$ cat config.mk
export PLATFORM = sky130hd
export DESIGN_NAME = md5_stream_hasher_top
export DESIGN_NICKNAME = d
export VERILOG_FILES = /design/src/rtl/core/md5sh_pkg.sv /design/src/rtl/core/md5sh_round.sv /design/src/rtl/core/md5_stream_hasher_top.sv
export SDC_FILE = /design/constraint.sdc
export NUM_CORES = 2
export LEC_CHECK = 0
export BUFFER_PORTS_ARGS = -buffer_cell sky130_fd_sc_hd__clkbuf_2
export CELL_PAD_IN_SITES_DETAIL_PLACEMENT = 0
export CELL_PAD_IN_SITES_GLOBAL_PLACEMENT = 1
export CORE_MARGIN = 2
export CORE_UTILIZATION = 45
export DETAILED_ROUTE_END_ITERATION = 10
export PLACE_DENSITY = 0.78
export SLEW_MARGIN = 0
export SYNTH_ARGS = -nofsm -noshare
export SYNTH_HDL_FRONTEND = slang
export SYNTH_SLANG_ARGS = --single-unit
$ cat constraint.sdc
create_clock -name clock -period 14.8 [get_ports clock]
set_input_delay 0.74 -clock clock [delete_from_list [all_inputs] [get_ports clock]]
set_output_delay 0.74 -clock clock [all_outputs]
set_load 0.02 [all_outputs]
$ cat src/rtl/core/md5sh_pkg.sv
// Package for the MD5 stream hasher: word types, function codes, round
// constants and the microcode ROM of the sequencer.
// No dependencies.
package md5sh_pkg;

   // Request and response words
   typedef struct packed {
      logic [1:0] func;
      logic [7:0] data_byte;
   } req_type;

   typedef struct packed {
      logic [31:0] digest_word;
      logic [1:0]  word_index;
      logic        last_word;
   } rsp_type;

   // Four 32-bit words (chaining or working set), index 0 is A
   typedef logic [3:0][31:0] word4_type;

   // Controls from the sequencer into the round datapath
   typedef struct packed {
      logic load;
      logic phase_a;
      logic phase_b;
   } rnd_ctl_type;

   // Request function codes
   localparam logic [1:0] FUNC_ABSORB        = 2'd0;
   localparam logic [1:0] FUNC_ABSORB_FINISH = 2'd1;
   localparam logic [1:0] FUNC_FINISH        = 2'd2;
   localparam logic [1:0] FUNC_NONE          = 2'd3;

   // Initial chaining values
   localparam logic [31:0] IV_A = 32'h67452301;
   localparam logic [31:0] IV_B = 32'hefcdab89;
   localparam logic [31:0] IV_C = 32'h98badcfe;
   localparam logic [31:0] IV_D = 32'h10325476;

   localparam logic [7:0] PAD_BYTE   = 8'h80;
   localparam logic [5:0] LEN_POS    = 6'd56;
   localparam logic [5:0] LAST_POS   = 6'h3f;
   localparam logic [5:0] LAST_ROUND = 6'd63;
   localparam logic [3:0] LEN_LO_WORD = 4'd14;
   localparam logic [3:0] LEN_HI_WORD = 4'd15;

   // Per-round additive constants
   localparam logic [31:0] K_TABLE [64] = '{
      32'hd76aa478, 32'he8c7b756, 32'h242070db, 32'hc1bdceee,
      32'hf57c0faf, 32'h4787c62a, 32'ha8304613, 32'hfd469501,
      32'h698098d8, 32'h8b44f7af, 32'hffff5bb1, 32'h895cd7be,
      32'h6b901122, 32'hfd987193, 32'ha679438e, 32'h49b40821,
      32'hf61e2562, 32'hc040b340, 32'h265e5a51, 32'he9b6c7aa,
      32'hd62f105d, 32'h02441453, 32'hd8a1e681, 32'he7d3fbc8,
      32'h21e1cde6, 32'hc33707d6, 32'hf4d50d87, 32'h455a14ed,
      32'ha9e3e905, 32'hfcefa3f8, 32'h676f02d9, 32'h8d2a4c8a,
      32'hfffa3942, 32'h8771f681, 32'h6d9d6122, 32'hfde5380c,
      32'ha4beea44, 32'h4bdecfa9, 32'hf6bb4b60, 32'hbebfbc70,
      32'h289b7ec6, 32'heaa127fa, 32'hd4ef3085, 32'h04881d05,
      32'hd9d4d039, 32'he6db99e5, 32'h1fa27cf8, 32'hc4ac5665,
      32'hf4292244, 32'h432aff97, 32'hab9423a7, 32'hfc93a039,
      32'h655b59c3, 32'h8f0ccc92, 32'hffeff47d, 32'h85845dd1,
      32'h6fa87e4f, 32'hfe2ce6e0, 32'ha3014314, 32'h4e0811a1,
      32'hf7537e82, 32'hbd3af235, 32'h2ad7d2bb, 32'heb86d391
   };

   // Rotate amount for a round
   function automatic logic [4:0] rot_amount(input logic [5:0] rnd);
      logic [4:0] s;
      case ({rnd[5:4], rnd[1:0]})
         4'h0: s = 5'd7;   4'h1: s = 5'd12;  4'h2: s = 5'd17;  4'h3: s = 5'd22;
         4'h4: s = 5'd5;   4'h5: s = 5'd9;   4'h6: s = 5'd14;  4'h7: s = 5'd20;
         4'h8: s = 5'd4;   4'h9: s = 5'd11;  4'ha: s = 5'd16;  4'hb: s = 5'd23;
         4'hc: s = 5'd6;   4'hd: s = 5'd10;  4'he: s = 5'd15;  default: s = 5'd21;
      endcase
      return s;
   endfunction

   // Message word picked by a round
   function automatic logic [3:0] msg_index(input logic [5:0] rnd);
      logic [3:0] i;
      logic [3:0] g;
      i = rnd[3:0];
      case (rnd[5:4])
         2'd0:    g = i;
         2'd1:    g = (i << 2) + i + 4'd1;
         2'd2:    g = (i << 1) + i + 4'd5;
         default: g = (i << 3) - i;
      endcase
      return g;
   endfunction

   // Microcode: datapath operations
   localparam logic [3:0] OP_NOP    = 4'd0;
   localparam logic [3:0] OP_ACCEPT = 4'd1;
   localparam logic [3:0] OP_PAD80  = 4'd2;
   localparam logic [3:0] OP_PADZ   = 4'd3;
   localparam logic [3:0] OP_LEN_LO = 4'd4;
   localparam logic [3:0] OP_LEN_HI = 4'd5;
   localparam logic [3:0] OP_EMIT   = 4'd6;
   localparam logic [3:0] OP_INIT   = 4'd7;
   localparam logic [3:0] OP_LOAD   = 4'd8;
   localparam logic [3:0] OP_RND_A  = 4'd9;
   localparam logic [3:0] OP_RND_B  = 4'd10;
   localparam logic [3:0] OP_ADD    = 4'd11;

   // Microcode: jump conditions
   localparam logic [3:0] C_NEXT      = 4'd0;  // never jump
   localparam logic [3:0] C_ALWAYS    = 4'd1;
   localparam logic [3:0] C_IDLE      = 4'd2;  // no word taken, or unused func
   localparam logic [3:0] C_FUNC2     = 4'd3;
   localparam logic [3:0] C_FULL      = 4'd4;  // absorbed byte filled the block
   localparam logic [3:0] C_FUNC0     = 4'd5;
   localparam logic [3:0] C_WRAP      = 4'd6;  // pad byte lands in last slot
   localparam logic [3:0] C_PTR56     = 4'd7;
   localparam logic [3:0] C_EMIT_MORE = 4'd8;
   localparam logic [3:0] C_RND_MORE  = 4'd9;
   localparam logic [3:0] C_RET       = 4'd10;

   typedef struct packed {
      logic [3:0] op;
      logic [3:0] cond;
      logic       link;
      logic [3:0] target;
   } ctrl_word_type;

   // Program entry points
   localparam logic [3:0] PC_WAIT  = 4'd0;
   localparam logic [3:0] PC_PAD   = 4'd4;
   localparam logic [3:0] PC_ZLOOP = 4'd5;
   localparam logic [3:0] PC_LEN   = 4'd8;
   localparam logic [3:0] PC_EMIT  = 4'd10;
   localparam logic [3:0] PC_COMP  = 4'd12;
   localparam logic [3:0] PC_ROUND = 4'd13;

   function automatic ctrl_word_type cw(input logic [3:0] op, input logic [3:0] cond,
                                        input logic link, input logic [3:0] target);
      ctrl_word_type w;
      w.op     = op;
      w.cond   = cond;
      w.link   = link;
      w.target = target;
      return w;
   endfunction

   // Microcode ROM
   function automatic ctrl_word_type ucode(input logic [3:0] pc);
      ctrl_word_type w;
      case (pc)
         4'd0:    w = cw(OP_ACCEPT, C_IDLE,      1'b0, PC_WAIT);
         4'd1:    w = cw(OP_NOP,    C_FUNC2,     1'b0, PC_PAD);
         4'd2:    w = cw(OP_NOP,    C_FULL,      1'b1, PC_COMP);
         4'd3:    w = cw(OP_NOP,    C_FUNC0,     1'b0, PC_WAIT);
         4'd4:    w = cw(OP_PAD80,  C_WRAP,      1'b1, PC_COMP);
         4'd5:    w = cw(OP_NOP,    C_PTR56,     1'b0, PC_LEN);
         4'd6:    w = cw(OP_PADZ,   C_WRAP,      1'b1, PC_COMP);
         4'd7:    w = cw(OP_NOP,    C_ALWAYS,    1'b0, PC_ZLOOP);
         4'd8:    w = cw(OP_LEN_LO, C_NEXT,      1'b0, PC_WAIT);
         4'd9:    w = cw(OP_LEN_HI, C_ALWAYS,    1'b1, PC_COMP);
         4'd10:   w = cw(OP_EMIT,   C_EMIT_MORE, 1'b0, PC_EMIT);
         4'd11:   w = cw(OP_INIT,   C_ALWAYS,    1'b0, PC_WAIT);
         4'd12:   w = cw(OP_LOAD,   C_NEXT,      1'b0, PC_WAIT);
         4'd13:   w = cw(OP_RND_A,  C_NEXT,      1'b0, PC_WAIT);
         4'd14:   w = cw(OP_RND_B,  C_RND_MORE,  1'b0, PC_ROUND);
         default: w = cw(OP_ADD,    C_RET,       1'b0, PC_WAIT);
      endcase
      return w;
   endfunction

endpackage

$ cat src/rtl/core/md5sh_round.sv
// MD5 round datapath: working words A..D, round counter and the split
// round step (sum, then rotate and add). Depends on md5sh_pkg.
module md5sh_round (
   input  logic                    clock,
   input  logic                    reset,
   input  md5sh_pkg::rnd_ctl_type  ctl,
   input  md5sh_pkg::word4_type    chain,
   input  logic [31:0]             msg_word,
   output md5sh_pkg::word4_type    work,
   output logic [5:0]              rnd_idx,
   output logic                    rnd_more
);

   logic [31:0] a_ff, b_ff, c_ff, d_ff;
   logic [31:0] a_in, b_in, c_in, d_in;
   logic [31:0] sum_ff, sum_in;
   logic [5:0]  rnd_ff, rnd_in;
   logic [31:0] f_val;
   logic [63:0] rot_wide;
   logic [31:0] t_val;

   // Round function by group
   always_comb begin
      case (rnd_ff[5:4])
         2'd0:    f_val = (b_ff & c_ff) | (~b_ff & d_ff);
         2'd1:    f_val = (b_ff & d_ff) | (c_ff & ~d_ff);
         2'd2:    f_val = b_ff ^ c_ff ^ d_ff;
         default: f_val = c_ff ^ (b_ff | ~d_ff);
      endcase
   end

   // Rotate the stored sum and add B
   assign rot_wide = {sum_ff, sum_ff} << md5sh_pkg::rot_amount(rnd_ff);
   assign t_val    = rot_wide[63:32] + b_ff;

   always_comb begin
      a_in   = a_ff;
      b_in   = b_ff;
      c_in   = c_ff;
      d_in   = d_ff;
      sum_in = sum_ff;
      rnd_in = rnd_ff;
      if (ctl.load) begin
         a_in   = chain[0];
         b_in   = chain[1];
         c_in   = chain[2];
         d_in   = chain[3];
         rnd_in = '0;
      end else if (ctl.phase_a) begin
         sum_in = a_ff + f_val + msg_word + md5sh_pkg::K_TABLE[rnd_ff];
      end else if (ctl.phase_b) begin
         a_in   = d_ff;
         d_in   = c_ff;
         c_in   = b_ff;
         b_in   = t_val;
         rnd_in = rnd_ff + 6'd1;
      end
   end

   always_ff @(posedge clock) begin
      if (reset) begin
         rnd_ff <= '0;
      end else begin
         rnd_ff <= rnd_in;
      end
      a_ff   <= a_in;
      b_ff   <= b_in;
      c_ff   <= c_in;
      d_ff   <= d_in;
      sum_ff <= sum_in;
   end

   assign work     = {d_ff, c_ff, b_ff, a_ff};
   assign rnd_idx  = rnd_ff;
   assign rnd_more = (rnd_ff != md5sh_pkg::LAST_ROUND);

endmodule

$ cat src/rtl/core/md5_stream_hasher_top.sv
// MD5 stream hasher top level: microcoded sequencer, block buffer,
// chaining words, byte count and digest output. Depends on md5sh_pkg
// and md5sh_round.
//
// The hasher takes one message byte per request word and returns the
// 16-byte MD5 digest as four response words after a finish request. An
// absorb that completes a 64-byte block adds a compression (a load, the
// 64 rounds, each split into a sum step and a rotate-and-add step, and a
// chaining add), during which no request is taken; this bounds
// throughput on long messages. A finish writes the 0x80 byte, then each
// zero pad byte (check, write, loop back), then the two length words,
// compresses once (twice when fewer than 9 bytes were left in the block)
// and then presents the four digest words, one per cycle while the
// consumer does not stall. All work is done by a 16-step microprogram
// driving one shared round unit; the next request is taken once the
// sequencer is back at its wait step, even while the last digest word
// still sits in the output register.
module md5_stream_hasher_top (
   input  logic               clock,
   input  logic               reset,
   input  logic               req_valid,
   output logic               req_stall,
   input  md5sh_pkg::req_type req_data,
   output logic               rsp_valid,
   input  logic               rsp_stall,
   output md5sh_pkg::rsp_type rsp_data
);

   // Sequencer
   logic [3:0]               step_ff, step_in;
   logic [3:0]               ret_ff, ret_in;
   md5sh_pkg::ctrl_word_type ctrl;
   logic                     take;
   logic [3:0]               step_next;

   // Request context
   logic [1:0]  func_ff, func_in;
   logic        full_ff, full_in;
   logic        req_go;
   logic        absorb;

   // Message state
   logic [60:0] count_ff, count_in;
   logic [5:0]  ptr_ff, ptr_in;
   logic [31:0] block_ff [16];
   logic [31:0] block_in [16];
   md5sh_pkg::word4_type chain_ff, chain_in;

   // Buffer write port
   logic        wr_en;
   logic [3:0]  wr_idx;
   logic [3:0]  wr_be;
   logic [31:0] wr_data;
   logic [3:0]  lane_be;

   // Output register
   logic               rsp_valid_ff, rsp_valid_in;
   md5sh_pkg::rsp_type rsp_data_ff, rsp_data_in;
   logic [1:0]         emit_idx_ff, emit_idx_in;
   logic               emit_load;

   // Round unit
   md5sh_pkg::rnd_ctl_type rctl;
   md5sh_pkg::word4_type   work;
   logic [5:0]             rnd_idx;
   logic                   rnd_more;
   logic [31:0]            msg_word;

   assign ctrl      = md5sh_pkg::ucode(step_ff);
   assign req_stall = (ctrl.op != md5sh_pkg::OP_ACCEPT);
   assign req_go    = req_valid && !req_stall;
   assign absorb    = req_go && (req_data.func == md5sh_pkg::FUNC_ABSORB ||
                                 req_data.func == md5sh_pkg::FUNC_ABSORB_FINISH);
   assign emit_load = (ctrl.op == md5sh_pkg::OP_EMIT) && (!rsp_valid_ff || !rsp_stall);

   // Jump condition
   always_comb begin
      case (ctrl.cond)
         md5sh_pkg::C_NEXT:      take = 1'b0;
         md5sh_pkg::C_ALWAYS:    take = 1'b1;
         md5sh_pkg::C_IDLE:      take = !req_valid || (req_data.func == md5sh_pkg::FUNC_NONE);
         md5sh_pkg::C_FUNC2:     take = (func_ff == md5sh_pkg::FUNC_FINISH);
         md5sh_pkg::C_FULL:      take = full_ff;
         md5sh_pkg::C_FUNC0:     take = (func_ff == md5sh_pkg::FUNC_ABSORB);
         md5sh_pkg::C_WRAP:      take = (ptr_ff == md5sh_pkg::LAST_POS);
         md5sh_pkg::C_PTR56:     take = (ptr_ff == md5sh_pkg::LEN_POS);
         md5sh_pkg::C_EMIT_MORE: take = !(emit_load && emit_idx_ff == 2'd3);
         md5sh_pkg::C_RND_MORE:  take = rnd_more;
         md5sh_pkg::C_RET:       take = 1'b1;
         default:                take = 1'b0;
      endcase
   end

   // Step counter with one-level call and return
   assign step_next = step_ff + 4'd1;

   always_comb begin
      step_in = step_next;
      ret_in  = ret_ff;
      if (take) begin
         step_in = (ctrl.cond == md5sh_pkg::C_RET) ? ret_ff : ctrl.target;
         if (ctrl.link) begin
            ret_in = step_next;
         end
      end
   end

   // Request context, byte count and pad pointer
   always_comb begin
      func_in  = func_ff;
      full_in  = full_ff;
      count_in = count_ff;
      ptr_in   = ptr_ff;
      if (req_go) begin
         func_in = req_data.func;
         full_in = absorb && (ptr_ff == md5sh_pkg::LAST_POS);
      end
      if (absorb) begin
         count_in = count_ff + 61'd1;
         ptr_in   = ptr_ff + 6'd1;
      end
      case (ctrl.op)
         md5sh_pkg::OP_PAD80,
         md5sh_pkg::OP_PADZ: ptr_in = ptr_ff + 6'd1;
         md5sh_pkg::OP_INIT: begin
            count_in = '0;
            ptr_in   = '0;
         end
         default: ;
      endcase
   end

   // Block buffer write port
   assign lane_be = 4'b0001 << ptr_ff[1:0];

   always_comb begin
      wr_en   = 1'b0;
      wr_idx  = ptr_ff[5:2];
      wr_be   = lane_be;
      wr_data = '0;
      case (ctrl.op)
         md5sh_pkg::OP_ACCEPT: begin
            wr_en   = absorb;
            wr_data = {4{req_data.data_byte}};
         end
         md5sh_pkg::OP_PAD80: begin
            wr_en   = 1'b1;
            wr_data = {4{md5sh_pkg::PAD_BYTE}};
         end
         md5sh_pkg::OP_PADZ: begin
            wr_en = 1'b1;
         end
         md5sh_pkg::OP_LEN_LO: begin
            wr_en   = 1'b1;
            wr_idx  = md5sh_pkg::LEN_LO_WORD;
            wr_be   = 4'hf;
            wr_data = {count_ff[28:0], 3'b000};
         end
         md5sh_pkg::OP_LEN_HI: begin
            wr_en   = 1'b1;
            wr_idx  = md5sh_pkg::LEN_HI_WORD;
            wr_be   = 4'hf;
            wr_data = count_ff[60:29];
         end
         default: ;
      endcase
   end

   always_comb begin
      for (int w = 0; w < 16; w++) begin
         block_in[w] = block_ff[w];
         for (int l = 0; l < 4; l++) begin
            if (wr_en && wr_idx == w[3:0] && wr_be[l]) begin
               block_in[w][8*l +: 8] = wr_data[8*l +: 8];
            end
         end
      end
   end

   // Message word for the current round
   assign msg_word = block_ff[md5sh_pkg::msg_index(rnd_idx)];

   // Round unit controls
   assign rctl.load    = (ctrl.op == md5sh_pkg::OP_LOAD);
   assign rctl.phase_a = (ctrl.op == md5sh_pkg::OP_RND_A);
   assign rctl.phase_b = (ctrl.op == md5sh_pkg::OP_RND_B);

   md5sh_round u_round (
      .clock    (clock),
      .reset    (reset),
      .ctl      (rctl),
      .chain    (chain_ff),
      .msg_word (msg_word),
      .work     (work),
      .rnd_idx  (rnd_idx),
      .rnd_more (rnd_more)
   );

   // Chaining words
   always_comb begin
      chain_in = chain_ff;
      case (ctrl.op)
         md5sh_pkg::OP_ADD: begin
            for (int i = 0; i < 4; i++) begin
               chain_in[i] = chain_ff[i] + work[i];
            end
         end
         md5sh_pkg::OP_INIT: begin
            chain_in = {md5sh_pkg::IV_D, md5sh_pkg::IV_C, md5sh_pkg::IV_B, md5sh_pkg::IV_A};
         end
         default: ;
      endcase
   end

   // Digest output register
   always_comb begin
      rsp_data_in  = rsp_data_ff;
      emit_idx_in  = emit_idx_ff;
      rsp_valid_in = rsp_valid_ff && rsp_stall;
      if (emit_load) begin
         rsp_valid_in            = 1'b1;
         rsp_data_in.digest_word = chain_ff[emit_idx_ff];
         rsp_data_in.word_index  = emit_idx_ff;
         rsp_data_in.last_word   = (emit_idx_ff == 2'd3);
         emit_idx_in             = emit_idx_ff + 2'd1;
      end
   end

   always_ff @(posedge clock) begin
      if (reset) begin
         step_ff      <= md5sh_pkg::PC_WAIT;
         ret_ff       <= md5sh_pkg::PC_WAIT;
         func_ff      <= md5sh_pkg::FUNC_NONE;
         full_ff      <= 1'b0;
         count_ff     <= '0;
         ptr_ff       <= '0;
         chain_ff     <= {md5sh_pkg::IV_D, md5sh_pkg::IV_C, md5sh_pkg::IV_B, md5sh_pkg::IV_A};
         rsp_valid_ff <= 1'b0;
         emit_idx_ff  <= '0;
      end else begin
         step_ff      <= step_in;
         ret_ff       <= ret_in;
         func_ff      <= func_in;
         full_ff      <= full_in;
         count_ff     <= count_in;
         ptr_ff       <= ptr_in;
         chain_ff     <= chain_in;
         rsp_valid_ff <= rsp_valid_in;
         emit_idx_ff  <= emit_idx_in;
      end
      rsp_data_ff <= rsp_data_in;
      block_ff    <= block_in;
   end

   assign rsp_valid = rsp_valid_ff;
   assign rsp_data  = rsp_data_ff;

endmodule

==> key figures <==
Run status
  – Status: finished, final reports clean

Synthesis
  – Register area share after synthesis: 0.472
  – Synth Area in Adders: 0.0821
  – Count of cell types in the netlist: 99
  – Syn avg cell area: 10.8 um^2
  – Largest family of logic cells by synthesized area: compound AO/OA/AOI/OAI gates
  – Flip-flop and latch count after synthesis: 940
  – Post-synthesis mux area share: 0.100
  – Mapped Nets: 5406
  – Synth Instances: 5097
  – Post-synth EDFFs: 707
  – Post-Synth Simple-Gate Area: 0.126
  – Cell Area, Synth: 0.0548 mm^2
  – YS warnings: 0
  – Ys async rst share: 0
  – Top FF cell, synth: edfxtp_1
  – Compound-cell area share of the yosys netlist: 0.142
  – Synth Area in XOR/XNOR: 0.0401

Clock tree
  – Clk sinks: 940
  – Clk root buf: clkbuf_16
  – Post-CTS sizing: 0
  – CTS tree: done
  – CTS hold repair buffers: 0
  – H-Tree Depth: 3
  – CTS clk-pin slew, worst paths: 0.06 ns
  – Worst-Skew Late Latency: 0.73 ns
  – TritonCTS buffer count: 99
  – Clk buf depth: 3
  – Setup Fix Bufs, Post-CTS: 0

Floorplan
  – Die Ht: 353 um
  – Starting Density: 0.452
  – Full die area: 0.125 mm^2
  – I/O pin count: 51
  – Chip width: 353 um
  – # rows: 128
  – Area of the core: 0.121 mm^2

Worst setup path
  – Most frequent CP cell: inv_1
  – Worst path bufs/invs: 5
  – Crit path cell chain: inv_1, ha_1, and3_1, o21ai_0, o221ai_4, buf_12, mux4_2, and2_1, a211oi_1, a31oi_1, fa_1, inv_1, fa_1, inv_1, ha_1, inv_1, or4_1, or2_1, a2111oi_1, nor2_1, a211o_1, xnor2_1
  – Crit start category: flop
  – CP Class: reg2reg
  – Nature of the critical path endpoint: flop
  – R2r setup slk: 7.03 ns
  – Critical-path maximum fanout: 128
  – CP required: 15.23 ns
  – Critical Path Max Stage Delay: 1.03 ns
  – Crit path from: u_round.rnd_idx[1]
  – RR Endpoint: u_round.sum_ff[28]
  – Delay-heaviest family, CP: adder cells
  – Startpoint of the worst register-to-register path: u_round.rnd_idx[1]
  – Slowest-stage cell, CP: ha_1
  – Worst Path Arrival: 8.21 ns
  – Reg2Reg Depth: 22

Cells and area
  – Multi-input gate area: 0.0270 mm^2
  – Area growth from synthesis to layout: 9.59%
  – Finished Layout Cells: 6756
  – Fraction of layout cells with a size suffix above 1: 0.115
  – Nets@finish: 5356
  – Fill cell count: 11000
  – Register area: 0.0259 mm^2
  – Most common cell after layout, fill and taps aside: edfxtp_1
  – Commonest cells after routing, fill and taps aside: edfxtp_1 (707), nand2_1 (654), nor2_1 (388)
  – Post-layout utilization of the core: 0.495

Detailed routing
  – Vias after detailed routing: 40900
  – Post-route DRC: 0
  – DR WL/cell: 24.9 um
  – Vias per cell: 6.06
  – Final ANT Viol Nets: 0
  – Routed WL: 168000 um
  – Initial DRC Count: 4967
  – Pre-antenna DRT Iters: 6

Hold path
  – Hold Path Depth: 3
  – Hold path endpoint: rsp_valid
  – Hold path start: rsp_stall
  – Hold crit path type: in2reg

Power and ir drop
  – Psw: 1.93 mW
  – Logic pwr share: 0.164
  – Pwr/cell area: 114 mW/mm^2
  – Static Leak: 22.4 nW
  – P_int: 4.94 mW
  – Register share of total power: 0.459
  – Clock power frac: 0.377
  – Net Sw Frac: 0.281
  – Peak VDD IR: 0.137 mV
  – Tot Pwr: 6.87 mW

Timing
  – Setup TNS Final: 0 ns
  – Relative slew slack: 0.134
  – Final setup violation count: 0
  – Tcrit/Tclk final: 0.525
  – Hold_ws: 0.298 ns
  – Max Fclk: 0.129 GHz
  – RSZ-0062 raised after global routing: no
  – Pins over their slew limit: 0
  – Final worst path period need: 7.77 ns
  – Layout Skew: 0.0511 ns
  – Slew of the pin with the lowest slew margin: 1.30 ns
  – Final hold violation count: 0

Global route
  – Initial antenna violation count: 3
  – Vias in the first global route: 38500
  – Largest net degree at the start of global routing: 129
  – Tot GR Track Use: 0.266
  – First-pass GRT wire length: 251000 um
  – Total grt overflow: 0

Run
  – Maxcap violations: 0

Place
  – Routability cong.: 0.941
  – IO Port Bufs: 50
  – Hpwl dp: 118000 um
  – Dpl cells: 6571
worst register-to-register path: stages (launching register included):
cell and delay, ns:
dfxtp_1 0.33, inv_1 0.28, ha_1 1.04, and3_1 0.27, o21ai_0 0.14, o221ai_4 0.13
buf_12 0.59, mux4_2 0.54, and2_1 0.16, a211oi_1 0.47, a31oi_1 0.16, fa_1 0.55
inv_1 0.05, fa_1 0.47, inv_1 0.04, ha_1 0.33, inv_1 0.13, or4_1 0.59
or2_1 0.27, a2111oi_1 0.42, nor2_1 0.10, a211o_1 0.29, xnor2_1 0.13
stage by stage:
step	instance area [um^2]	setup slack (ns)
5_1_grt	60100	6.62
3_5_place_dp	56700	7.16
3_3_place_gp	56700	7.26
6_report	60100	7.03
2_1_floorplan	54800	7.67
4_1_cts	60100	7.11
cell families after synthesis:
kind of cell	after synthesis
AO/OA/AOI/OAI	1226
XOR/XNOR	251
buffers and inverters	520
multiplexers	303
AND/OR/NAND/NOR	1532
flip-flops	940
adder cells (fa/ha/maj)	325
synth_stat cells (42+ instances only):
cell type	number	area (um^2)
a31oi_1	125	782
and3_1	46	288
dfxtp_1	233	4660
nor2_1	392	1470
a211oi_1	57	428
o211ai_1	45	338
mux4_2	195	4390
nand3_1	132	661
nor3_1	71	355
fa_1	68	1360
mux2i_1	90	901
clkbuf_1	189	709
xor2_1	141	1230
edfxtp_1	707	21200
a21oi_1	321	1610
inv_1	241	905
nand2_1	654	2450
nand2b_1	42	263
o21ai_0	298	1490
xnor2_1	110	963
ha_1	227	2840
a21o_1	83	623
power by group through the flow:
stage	logic (mW)	registers [mW]	clock network (mW)
final	1.13	3.15	2.59
after floorplan	0.737	3.19	0
after CTS	1.12	3.15	2.62
after global routing	1.24	3.15	2.72
after detailed placement	1.11	3.20	0
after global placement	1.09	3.20	0
worst max-delay path by stage:
stage	end	slack, ns	depth (start not counted)
3_5_place_dp	u_round.sum_ff[30]	7.16	22
3_3_place_gp	u_round.sum_ff[30]	7.26	21
6_report	u_round.sum_ff[28]	7.03	22
2_1_floorplan	u_round.sum_ff[21]	7.67	26
5_1_grt	u_round.sum_ff[28]	6.62	21
4_1_cts	u_round.sum_ff[30]	7.11	22
routing by layer:
| layer | GRT usage | part of all wire | vias up |
|---|---|---|---|
| li1 | - | - | 18800 |
| met1 | 0.370 | 0.42 | 20300 |
| met2 | 0.430 | 0.47 | 1592 |
| met3 | 0.0401 | 0.071 | 279 |
| met4 | 0.0815 | 0.033 | 4 |
| met5 | 0 | 0.00016 | - |
cell type report:
type,count,area share
clock buffers,128,0.0444
well taps,1625,0.0338
inverters,245,0.0154
diodes,1,0.0000417
multi-input cells,3637,0.450
clock inverters,56,0.0110
repair buffers,124,0.0139
flip-flops and latches,940,0.431
state kept, by name, indices dropped and copies added (netlist names), 32 cells and up, named ones only:
signal and cells:
chain_ff 128, u_round.b_ff 32, u_round.sum_ff 32, block_ff 512, rsp_data 35, count_ff 61
u_round.d_ff 32, u_round.a_ff 32, u_round.c_ff 32
(Power assumes the default switching activity.)
